<file path="src/hdl/mmdc_pkg.sv">
// Shared types, codes and constants of the masked minimum distance classifier.
package mmdc_pkg;

  localparam int MaxCategoriesDef = 16;
  localparam int NumFeaturesDef   = 28;

  localparam int MaskW  = 28;
  localparam int CountW = 5;
  localparam int AccW   = 48;
  localparam int LinkIdxW = 8;

  localparam logic [AccW-1:0] AccMax = {AccW{1'b1}};

  localparam logic [1:0] CmdLoad   = 2'd0;
  localparam logic [1:0] CmdRecord = 2'd1;
  localparam logic [1:0] CmdClear  = 2'd2;
  localparam logic [1:0] CmdSpare  = 2'd3;

  localparam logic [1:0] CfgMask  = 2'd0;
  localparam logic [1:0] CfgCount = 2'd1;

  typedef enum logic [2:0] {
    ST_IDLE,
    ST_READ,
    ST_DIV,
    ST_WAIT,
    ST_SEARCH,
    ST_LABEL,
    ST_OUT
  } state_e;

  typedef struct packed {
    logic [1:0]         cmd;
    logic [3:0]         category;
    logic [4:0]         feature;
    logic signed [31:0] value;
    logic [31:0]        spread;
    logic [15:0]        class_id;
    logic               last;
  } item_t;

  typedef struct packed {
    logic [15:0] predicted_id;
    logic [3:0]  predicted_index;
    logic        correct;
    logic [15:0] correct_count;
    logic        no_features;
  } result_t;

  typedef struct packed {
    logic            clear;
    logic            add;
    logic [AccW-1:0] term;
  } cell_ctrl_t;

  typedef struct packed {
    logic [AccW:0]     score;
    logic [LinkIdxW-1:0] idx;
  } link_t;

endpackage

</file>
<file path="src/hdl/mmdc_cell.sv">
// One category cell: saturating distance accumulator and one stage of the minimum chain.
module mmdc_cell import mmdc_pkg::*; #(
  parameter int MAX_CATEGORIES = MaxCategoriesDef,
  parameter int IDX = 0,
  localparam int IdxW = $clog2(MAX_CATEGORIES),
  localparam int CntW = $clog2(MAX_CATEGORIES + 1)
) (
  input  logic            clk_i,
  input  logic            rst_ni,
  input  cell_ctrl_t      ctrl_i,
  input  logic [IdxW-1:0] target_i,
  input  logic [CntW-1:0] ncat_i,
  input  link_t           link_i,
  output link_t           link_o
);

  logic [AccW-1:0] acc_q, acc_d;
  logic [AccW:0]   sum;
  link_t           link_q, link_d;
  logic            active;

  assign sum    = {1'b0, acc_q} + {1'b0, ctrl_i.term};
  assign active = 32'(IDX) < 32'(ncat_i);

  always_comb begin
    acc_d = acc_q;
    if (ctrl_i.clear) begin
      acc_d = '0;
    end else if (ctrl_i.add && (32'(target_i) == 32'(IDX))) begin
      acc_d = sum[AccW] ? AccMax : sum[AccW-1:0];
    end
  end

  always_comb begin
    link_d = link_i;
    if (active && ({1'b0, acc_q} < link_i.score)) begin
      link_d.score = {1'b0, acc_q};
      link_d.idx   = LinkIdxW'(IDX);
    end
  end

  always_ff @(posedge clk_i or negedge rst_ni) begin
    if (!rst_ni) begin
      acc_q <= '0;
    end else begin
      acc_q <= acc_d;
    end
  end

  always_ff @(posedge clk_i) begin
    link_q <= link_d;
  end

  assign link_o = link_q;

endmodule

</file>
<file path="config.mk">
export PLATFORM = sky130hd
export DESIGN_NAME = mmdc_cell
export DESIGN_NICKNAME = d
export VERILOG_FILES = /design/src/hdl/mmdc_pkg.sv /design/src/hdl/mmdc_cell.sv
export SDC_FILE = /design/constraint.sdc
export NUM_CORES = 1
export LEC_CHECK = 0
export BUFFER_PORTS_ARGS = -buffer_cell sky130_fd_sc_hd__buf_4
export CAP_MARGIN = 20
export CORE_MARGIN = 1.5
export CORE_UTILIZATION = 48
export CTS_CLUSTER_SIZE = 12
export DETAILED_ROUTE_END_ITERATION = 10
export MAX_ROUTING_LAYER = met4
export PLACE_DENSITY = 0.69
export SYNTH_ARGS = -nofsm -noshare
export SYNTH_HDL_FRONTEND = slang
export SYNTH_SLANG_ARGS = --single-unit
</file>
<file path="constraint.sdc">
create_clock -name clk_i -period 4.18 [get_ports clk_i]
set_clock_uncertainty 0.2 [all_clocks]
set_input_delay 0.209 -clock clk_i [delete_from_list [all_inputs] [get_ports clk_i]]
set_output_delay 0.209 -clock clk_i [all_outputs]
set_load 0.02 [all_outputs]
</file>
==> flow_summary.json <==
{
  "count_of_inserted_antenna_diode_cells": 0,
  "critPathCaptureType": "register",
  "core.rowCount": 46,
  "worst_path_dominant_cell_family": "compound AO/OA/AOI/OAI gates",
  "hold_buffers": 59,
  "wire_length_of_the_first_global_routing_pass_um": 35800,
  "htree_num_levels": 3,
  "post_layout_minimum_cycle_time_ns": 3.57,
  "max_slew_margin_pct": 55.4,
  "syn_to_final_growth_pct": 28.5,
  "cp.arrival_ns": 3.60,
  "synthCells": 888,
  "hold-worst-slack_ns": 0.0909,
  "ys_warn_count": 0,
  "total_leakage_power_nw": 5.18,
  "postCtsSetupRepairBufs": 0,
  "clock_tree.buffer_depth": 2,
  "post_route_cells_drive_above_1_share_pct": 23.0,
  "power_density_nw_per_um2": 238,
  "syn-cell-area_sq_um": 7930,
  "layout.cells.most_common": "sky130_fd_sc_hd__buf_4",
  "setup_viol_count_final": 0,
  "crit_type": "in2reg",
  "dominantRegCellSynth": "sky130_fd_sc_hd__dfxtp_1",
  "drt_iter0_drc": 491,
  "maxClockFrequency_ghz": 0.280,
  "drt-vias-per-instance": 5.49,
  "peak_ir_drop_on_the_vdd_network_mv": 0.198,
  "dieArea_sq_um": 17300,
  "fraction_of_the_cycle_the_final_worst_path_needs_pct": 85.3,
  "largest_net_degree_at_the_start_of_global_routing": 49,
  "grt_overflow": 0,
  "post_synth.cell_area_avg_sq_um": 8.92,
  "finish.net_count": 1309,
  "outcome": "finished, final reports clean",
  "numCtsBuffers": 9,
  "async_reset_ff_share_pct": 45.7,
  "placedInstanceArea_sq_um": 9320,
  "timing_worst_slew_pin_value_ns": 0.669,
  "cap_violations": 0,
  "critPathSlowestCell": "sky130_fd_sc_hd__dlygate4sd3_1",
  "postLayoutCellArea_sq_um": 10200,
  "cts-root-buf": "sky130_fd_sc_hd__clkbuf_16",
  "final_cell_mix": "179 x sky130_fd_sc_hd__buf_4, 95 x sky130_fd_sc_hd__ha_1, 87 x sky130_fd_sc_hd__nor2_1",
  "detailed_place_hpwl_um": 16400,
  "num_vias": 7225,
  "post_drt_wl_per_cell_um": 16.8,
  "vias_in_the_first_global_route": 7125,
  "die_span_x_um": 131,
  "timing.critical_path.cells": "dlygate4sd3_1, buf_4, inv_1, ha_1, a21o_1, a21o_1, a211o_1, a21oi_1, o21a_1, o21ai_1, a221o_1, a211oi_4, buf_4, mux2_4",
  "area_of_the_placeable_core_sq_um": 16000,
  "gp_congestion": 0.909,
  "postSynthRegisterBits": 105,
  "critPathLaunchType": "primary input",
  "cts-resized-gates": 0,
  "num_io_pins": 175,
  "portBuffers": 174,
  "grt_antenna_before_repair": 0,
  "die_height_um": 131,
  "clk_latency_ns": 0.36,
  "timing.critical_path.fanout_max": 16,
  "final_antenna_net_count": 0,
  "cts_tree": "done",
  "min_path_type": "in2reg",
  "grt_use_total_pct": 26.4,
  "number_of_enable_type_register_cells_in_the_synthesized_netlist": 0,
  "maxSlewViolCount": 0,
  "clock_pin_slew_on_the_worst_setup_and_hold_paths_ns": 0.07,
  "clock_sinks": 105,
  "timing_hold_violations_final": 0,
  "detail_route.first_pass.iterations": 6,
  "max_stage_delay_ns": 0.53,
  "drt_wl_total_um": 22100,
  "drc_errors": 0,
  "seq_area_frac_synth_pct": 29.6,
  "initial_utilization_pct": 49.5,
  "worst-endpoint-required_ns": 4.22,
  "fin_setup_tns_ns": 0,
  "rsz0062_at_grt": "no",
  "yosys.cell_types.count": 63,
  "syn-num-nets": 1102,
  "worst-path-buf-inv": 4
}
-- final timing paths --
| kind | from | end | slack [ns] | cells past startpoint |
|---|---|---|---|---|
| max | link_i[26] | link_o[30] | 0.61 | 14 |
| min reg2reg | acc_q[0] | link_o[8] | 0.36 | 1 |
| min | ctrl_i[0] | acc_q[0] | 0.09 | 4 |
| max reg2reg | acc_q[18] | link_o[30] | 0.70 | 11 |
| max in group asynchronous | rst_ni | acc_q[15] | 3.09 | 2 |
| min in group asynchronous | rst_ni | acc_q[1] | 0.25 | 2 |
-- worst register-to-register path: cells and delay by family (launching register included) --
kind                       cells  cell delay, ns
muxes                          1            0.34
AOI/OAI and AO/OA              8            1.71
DFF                            1            0.42
buffers and inverters          1            0.37
adders and majority gates      1            0.31
-- cell families after synthesis --
logic type               synth area share [%]
XOR/XNOR                                 4.86
adder cells (fa/ha/maj)                  15.3
multiplexers                             8.84
AO/OA/AOI/OAI                            22.3
flip-flops                               29.6
AND/OR/NAND/NOR                          13.0
buffers and inverters                    6.22
-- state kept, by name, summed over array words and instances, names as in the netlist --
name	flops
acc_q	48
link_o	57
-- metal layers --
| layer | GRT usage, % | vias to the layer above | share of wire (%) |
|---|---|---|---|
| met3 | 3.63 | 21 | 4.4 |
| met1 | 34.3 | 3371 | 46 |
| li1 | - | 3625 | - |
| met4 | 5.86 | 0 | 1.5 |
| met2 | 43.7 | 208 | 48 |
| met5 | - | - | 0 |
-- per-stage QoR --
stage	util (%)	worst slack, ns	cells	power [mW]
4_1_cts	63.6	0.640	1316	2.45
3_3_place_gp	58.2	0.846	1241	1.56
2_1_floorplan	-	1.12	888	1.37
5_1_grt	63.6	0.443	1316	2.54
6_report	63.6	0.613	1316	2.43
3_5_place_dp	58.2	0.743	1241	1.57
-- power breakdown --
part	switching, mW	internal [mW]
Clock	0.408	0.423
Combinational	0.274	0.269
Sequential	0.0185	1.04
-- area by class of cell --
type | count | area, sq um
Sequential cell | 105 | 2340
Inverter | 64 | 240
Clock inverter | 6 | 38.8
Timing Repair Buffer | 239 | 1950
Tap cell | 216 | 270
Clock buffer | 10 | 239
Fill cell | 1410 | 5820
Multi-Input combinational cell | 676 | 5100
-- synthesized netlist by cell type, drive strengths merged, types with 2 or more instances --
master   instances  area [sq um]
a2111oi          4          47.6
a211o            3          26.3
a211oi          55           423
a21o            40           300
a21oi           80           404
a31oi            5          31.3
a41oi            2          17.5
and2             4          25.0
and3             3          18.8
and4             2          17.5
buf             20           164
clkbuf          23          88.8
dfrtp           48          1200
dfxtp           57          1140
ha              95          1190
inv             64           240
mux2            48           691
nand2           52           195
nand2b           4          25.0
nand3           15          75.1
nand4           21           131
nand4b           3          26.3
nor2            87           327
nor2b           12          75.1
nor3             8          40.0
nor3b            2          20.0
nor4             3          18.8
o211ai           3          22.5
o21a             6          45.0
o21ai           34           170
o21bai          13          97.6
o22ai            2          12.5
o2bb2ai          2          17.5
o31ai            4          30.0
o41ai            3          26.3
or3              3          18.8
xnor2           31           272
xor2            13           114
(Power assumes the default switching activity.)
