[src/hdl/mmdc_pkg.sv]
// Shared types, codes and constants of the masked minimum distance classifier.
package mmdc_pkg;

  localparam int MaxCategoriesDef = 16;
  localparam int NumFeaturesDef   = 28;

  localparam int MaskW  = 28;
  localparam int CountW = 5;
  localparam int AccW   = 48;
  localparam int LinkIdxW = 8;

  localparam logic [AccW-1:0] AccMax = {AccW{1'b1}};

  localparam logic [1:0] CmdLoad   = 2'd0;
  localparam logic [1:0] CmdRecord = 2'd1;
  localparam logic [1:0] CmdClear  = 2'd2;
  localparam logic [1:0] CmdSpare  = 2'd3;

  localparam logic [1:0] CfgMask  = 2'd0;
  localparam logic [1:0] CfgCount = 2'd1;

  typedef enum logic [2:0] {
    ST_IDLE,
    ST_READ,
    ST_DIV,
    ST_WAIT,
    ST_SEARCH,
    ST_LABEL,
    ST_OUT
  } state_e;

  typedef struct packed {
    logic [1:0]         cmd;
    logic [3:0]         category;
    logic [4:0]         feature;
    logic signed [31:0] value;
    logic [31:0]        spread;
    logic [15:0]        class_id;
    logic               last;
  } item_t;

  typedef struct packed {
    logic [15:0] predicted_id;
    logic [3:0]  predicted_index;
    logic        correct;
    logic [15:0] correct_count;
    logic        no_features;
  } result_t;

  typedef struct packed {
    logic            clear;
    logic            add;
    logic [AccW-1:0] term;
  } cell_ctrl_t;

  typedef struct packed {
    logic [AccW:0]     score;
    logic [LinkIdxW-1:0] idx;
  } link_t;

endpackage

[src/hdl/mmdc_divider.sv]
// Radix-2 restoring divider for one normalized distance term, one quotient bit a cycle.
module mmdc_divider import mmdc_pkg::*; (
  input  logic            clk_i,
  input  logic            rst_ni,
  input  logic            start_i,
  input  logic [AccW-1:0] dividend_i,
  input  logic [31:0]     divisor_i,
  output logic            done_o,
  output logic [AccW-1:0] quotient_o
);

  localparam int StepW = $clog2(AccW + 1);

  logic [AccW-1:0]  dvd_q, dvd_d;
  logic [32:0]      rem_q, rem_d;
  logic [31:0]      dvs_q, dvs_d;
  logic [StepW-1:0] step_q, step_d;
  logic             run_q, run_d;
  logic             done_q, done_d;
  logic [32:0]      rem_sh;

  always_comb begin
    dvd_d  = dvd_q;
    rem_d  = rem_q;
    dvs_d  = dvs_q;
    step_d = step_q;
    run_d  = run_q;
    done_d = 1'b0;
    rem_sh = {rem_q[31:0], dvd_q[AccW-1]};
    if (start_i) begin
      dvd_d  = dividend_i;
      dvs_d  = divisor_i;
      rem_d  = '0;
      step_d = '0;
      run_d  = 1'b1;
    end else if (run_q) begin
      if (rem_sh >= {1'b0, dvs_q}) begin
        rem_d = rem_sh - {1'b0, dvs_q};
        dvd_d = {dvd_q[AccW-2:0], 1'b1};
      end else begin
        rem_d = rem_sh;
        dvd_d = {dvd_q[AccW-2:0], 1'b0};
      end
      step_d = step_q + 1'b1;
      if (step_q == StepW'(AccW - 1)) begin
        run_d  = 1'b0;
        done_d = 1'b1;
      end
    end
  end

  always_ff @(posedge clk_i or negedge rst_ni) begin
    if (!rst_ni) begin
      run_q  <= 1'b0;
      done_q <= 1'b0;
      step_q <= '0;
    end else begin
      run_q  <= run_d;
      done_q <= done_d;
      step_q <= step_d;
    end
  end

  always_ff @(posedge clk_i) begin
    dvd_q <= dvd_d;
    rem_q <= rem_d;
    dvs_q <= dvs_d;
  end

  assign done_o     = done_q;
  assign quotient_o = dvd_q;

endmodule

[config.mk]
export PLATFORM = sky130hd
export DESIGN_NAME = mmdc_divider
export DESIGN_NICKNAME = d
export VERILOG_FILES = /design/src/hdl/mmdc_pkg.sv /design/src/hdl/mmdc_divider.sv
export SDC_FILE = /design/constraint.sdc
export NUM_CORES = 1
export LEC_CHECK = 0
export ABC_CLOCK_PERIOD_IN_PS = 8600
export BUFFER_PORTS_ARGS = -buffer_cell sky130_fd_sc_hd__buf_2
export CELL_PAD_IN_SITES_DETAIL_PLACEMENT = 0
export CELL_PAD_IN_SITES_GLOBAL_PLACEMENT = 1
export CORE_MARGIN = 3
export CORE_UTILIZATION = 47
export DETAILED_ROUTE_END_ITERATION = 6
export HOLD_SLACK_MARGIN = 0.02
export PLACE_DENSITY_LB_ADDON = 0.1
export SLEW_MARGIN = 40
export SYNTH_ARGS = -nofsm -noshare
export SYNTH_HDL_FRONTEND = slang
export SYNTH_SLANG_ARGS = --single-unit
[constraint.sdc]
create_clock -name clk_i -period 8.6 [get_ports clk_i]
set_clock_uncertainty 0.05 [all_clocks]
set_input_delay 0.86 -clock clk_i [delete_from_list [all_inputs] [get_ports clk_i]]
set_output_delay 0.86 -clock clk_i [all_outputs]
set_load 0.005 [all_outputs]
==> summary.md <==
| Metric | Value |
|---|---|
| Routed WL per cell | `around 16 um` |
| Slew @ Worst Pin | `roughly 740 ps` |
| Clock-pin slew on the worst setup and hold paths | `around 60 ps` |
| Placement Rows | `42` |
| Die area | `15700 um^2` |
| Clock Power Share | `between 20 and 30%` |
| Post-CTS Hold Buffers | `0` |
| Clock root buffer | `clkbuf_16` |
| DR vias | `about 5000` |
| Final setup fails | `0` |
| Sequential cell area fraction in the yosys report | `between 40% and 50%` |
| Nets | `approximately 840` |
| Fin crit period | `between 3000 and 4000 ps` |
| Most common cell after layout, fill and taps aside | `buf_2` |
| Mean area per synthesized cell | `11.2 um^2` |
| CTS max path bufs | `2` |
| Max Cap Violations | `0` |
| Mapped Cells | `approximately 600` |
| Flop pwr share | `32.6%` |
| Gr ovfl total | `0` |
| Clock Sinks | `120` |
| Area grow syn2layout | `20.6%` |
| H-Tree Depth | `4` |
| Post-CTS resize count | `0` |
| Relative slew margins | `a little over 50%` |
| Worst path slowest cell | `fa_1` |
| Die Height | `~130 um` |
| CP startpoint | `quotient_o[47]` |
| Reg2reg start | `quotient_o[47]` |
| CP Cell Sequence | `inv_1 > ha_1 > fa_1 > nor2b_1 > o31a_1 > o31ai_2 > o211ai_2 > nand2_2 > o221ai_2 > a41o_1 > mux2_4 > a311oi_1` |
| Pin count of the biggest net entering global routing | `76` |
| Lkg Pwr | `roughly 3.4 nW` |
| Outcome | `finished, final reports clean` |
| Top Ports | `~130` |
| GPL Wtd Cong | `between 0.8 and 0.9` |
| Setup_tns | `0 ps` |
| Distinct cells, synth | `between 60 and 70` |
| DRT iter0 DRCs | `between 200 and 300` |
| I/O Buffers | `around 130` |
| Diode count | `0` |
| Vias in the first global route | `5136` |
| Post-DP HPWL | `between 10000 and 15000 um` |
| WL final | `around 15000 um` |
| CP endpoint kind | `flip-flop` |
| Initial antenna violation count | `1` |
| Combinational power share | `approximately 38%` |
| Crit path depth | `12` |
| Vias per inst | `5.45` |
| Most frequent cells in the layout | `130 x buf_2, 80 x edfxtp_1, 59 x nor2_1` |
| Worst R2R Setup Slack | `5480 ps` |
| CP delay by family, top | `compound AO/OA/AOI/OAI gates` |
| Number of post-CTS setup repair buffers | `0` |
| Initial Utilization | `49.3%` |
| Layout cells sized above 1 | `a little under a third` |
| FF+latch count, synth | `120` |
| Ys Warns | `0` |
| Max Clk Rate | `~320 MHz` |
| Clk_lat worst skew | `410 ps` |
| Worst hold path class | `in2async` |
| Max Transition Viols Final | `0` |
| Hold WS | `~230 ps` |
| Number of CTS-inserted buffers | `17` |
| Crit Path Category | `reg2reg` |
| Post-route DRC | `0` |
| Switching Fraction | `34.4%` |
| Total track usage | `19.0%` |
| Mapped Area | `about 6700 um^2` |
| CORE AREA | `13600 um^2` |
| Post-route antenna net violation count | `0` |
| Buf+Inv Stages, Crit Path | `1` |
| Die Wd | `125 um` |
| RSZ-0062 raised after global routing | `no` |
| Maximum VDD drop | `between 0.0001 and 0.00015 V` |
| Placed Instances | `just under 900` |
| Share of flip-flops with an asynchronous set or reset after synthesis | `6.67%` |
| CP Launch Type | `flip-flop` |
| Worst path max stage delay | `approximately 400 ps` |
| Final hold vios | `0` |
| Sw Pwr | `between 0.8 and 0.9 mW` |
| Critical Path Fanout Max | `4` |
| Pwr dens | `roughly 310 nW/um^2` |
| Internal | `about 1.6 mW` |
| Post-synth top flop | `edfxtp_1` |
| CTS tree | `built` |
| WP data arrival | `about 3400 ps` |
| First-pass GRT wire length | `roughly 25000 um` |
| Fill count | `between 1000 and 1500` |
| Period utilization | `roughly 36%` |
| Final Non-Filler Cells | `slightly above 900` |
| Post-synth net total | `between 700 and 800` |
| TritonRoute pass-1 iters | `4` |
| Final core occ | `59.4%` |
| CP required | `about 9000 ps` |
| Post-synth EDFFs | `80` |
| Worst Reg2Reg Path Length in Cells | `12` |
==> routing by layer <==
metal / share of wire, % / track usage (%) / routed length (um)
met3: 6.3 / 6.87 / 929
met5: 0.089 / 0 / 13
met2: 48 / 30.9 / 6960
met1: 45 / 24.4 / 6640
met4: 0.64 / 4.21 / 94
==> power groups by stage <==
stage	logic (mW)	registers, mW	clock network [mW]
final	0.937	0.805	0.728
after global routing	1.05	0.820	0.772
after CTS	0.939	0.805	0.742
after detailed placement	0.933	0.813	0
after global placement	0.923	0.812	0
after floorplan	0.744	0.797	0
==> final cells by class <==
type / instances / area (um^2) / area share [%]
timing repair buffer: 133 / 677 / 8.40
inverter: 45 / 171 / 2.13
sequential: 120 / 3240 / 40.3
tap: 176 / 220 / 2.73
clock inverter: 10 / 145 / 1.80
clock buffer: 22 / 464 / 5.76
multi-input combinational: 408 / 3130 / 38.9
==> final timing paths <==
check,to
max,rem_q[30]
max in group asynchronous,run_q
min in group clk_i,rem_q[5]
max reg2reg,rem_q[30]
min reg2reg,rem_q[5]
min,step_q[4]
==> cells by family (layout without fill, tap and decap cells) <==
kind of cell | after synthesis | in the layout | synth area share [%]
AOI/OAI and AO/OA | 128 | 128 | 13.9
xor gates and xnor gates | 27 | 27 | 3.54
adders and majority gates | 34 | 34 | 6.48
buffers and inverters | 70 | 210 | 4.55
DFF | 120 | 120 | 48.5
muxes | 73 | 73 | 12.0
and+or+nand+nor | 146 | 146 | 11.0
==> registers in the layout (all words and copies together), names as in the netlist <==
signal,count
step_q,6
dvs_q,32
run_q,1
rem_q,32
quotient_o,48
done_o,1
==> cells in the mapped netlist (all sizes together), types with 5 or more instances <==
master	number	area share, %
nand4	12	1.1
nor2b	5	0.47
o21a	5	0.56
xor2	6	0.79
o211ai	6	0.82
a21oi	26	2.0
nand3	12	1.0
and2	5	0.47
clkbuf	19	1.1
inv	45	2.5
nand2b	7	0.66
o21ai	21	1.6
a21o	6	0.67
edfxtp	80	36
a311oi	7	1.1
ha	33	6.2
mux2i	23	3.4
a211oi	25	2.9
nand2	19	1.3
buf	6	0.96
mux2	50	8.5
xnor2	21	2.8
dfxtp	32	9.6
and3	5	0.47
nor2	59	3.3
dfrtp	8	3.0
a31oi	7	0.66
nor3	8	0.67
==> through the flow <==
stage               power, mW  setup WS (ps)  cell area (um^2)
finish                   2.47           5480              8060
global route             2.64           5220              8060
CTS                      2.49           5460              8050
detailed placement       1.75           5470              7440
global placement         1.74           5530              7440
floorplan                1.54           5770              6680
Power figures use the tool's default switching activity.
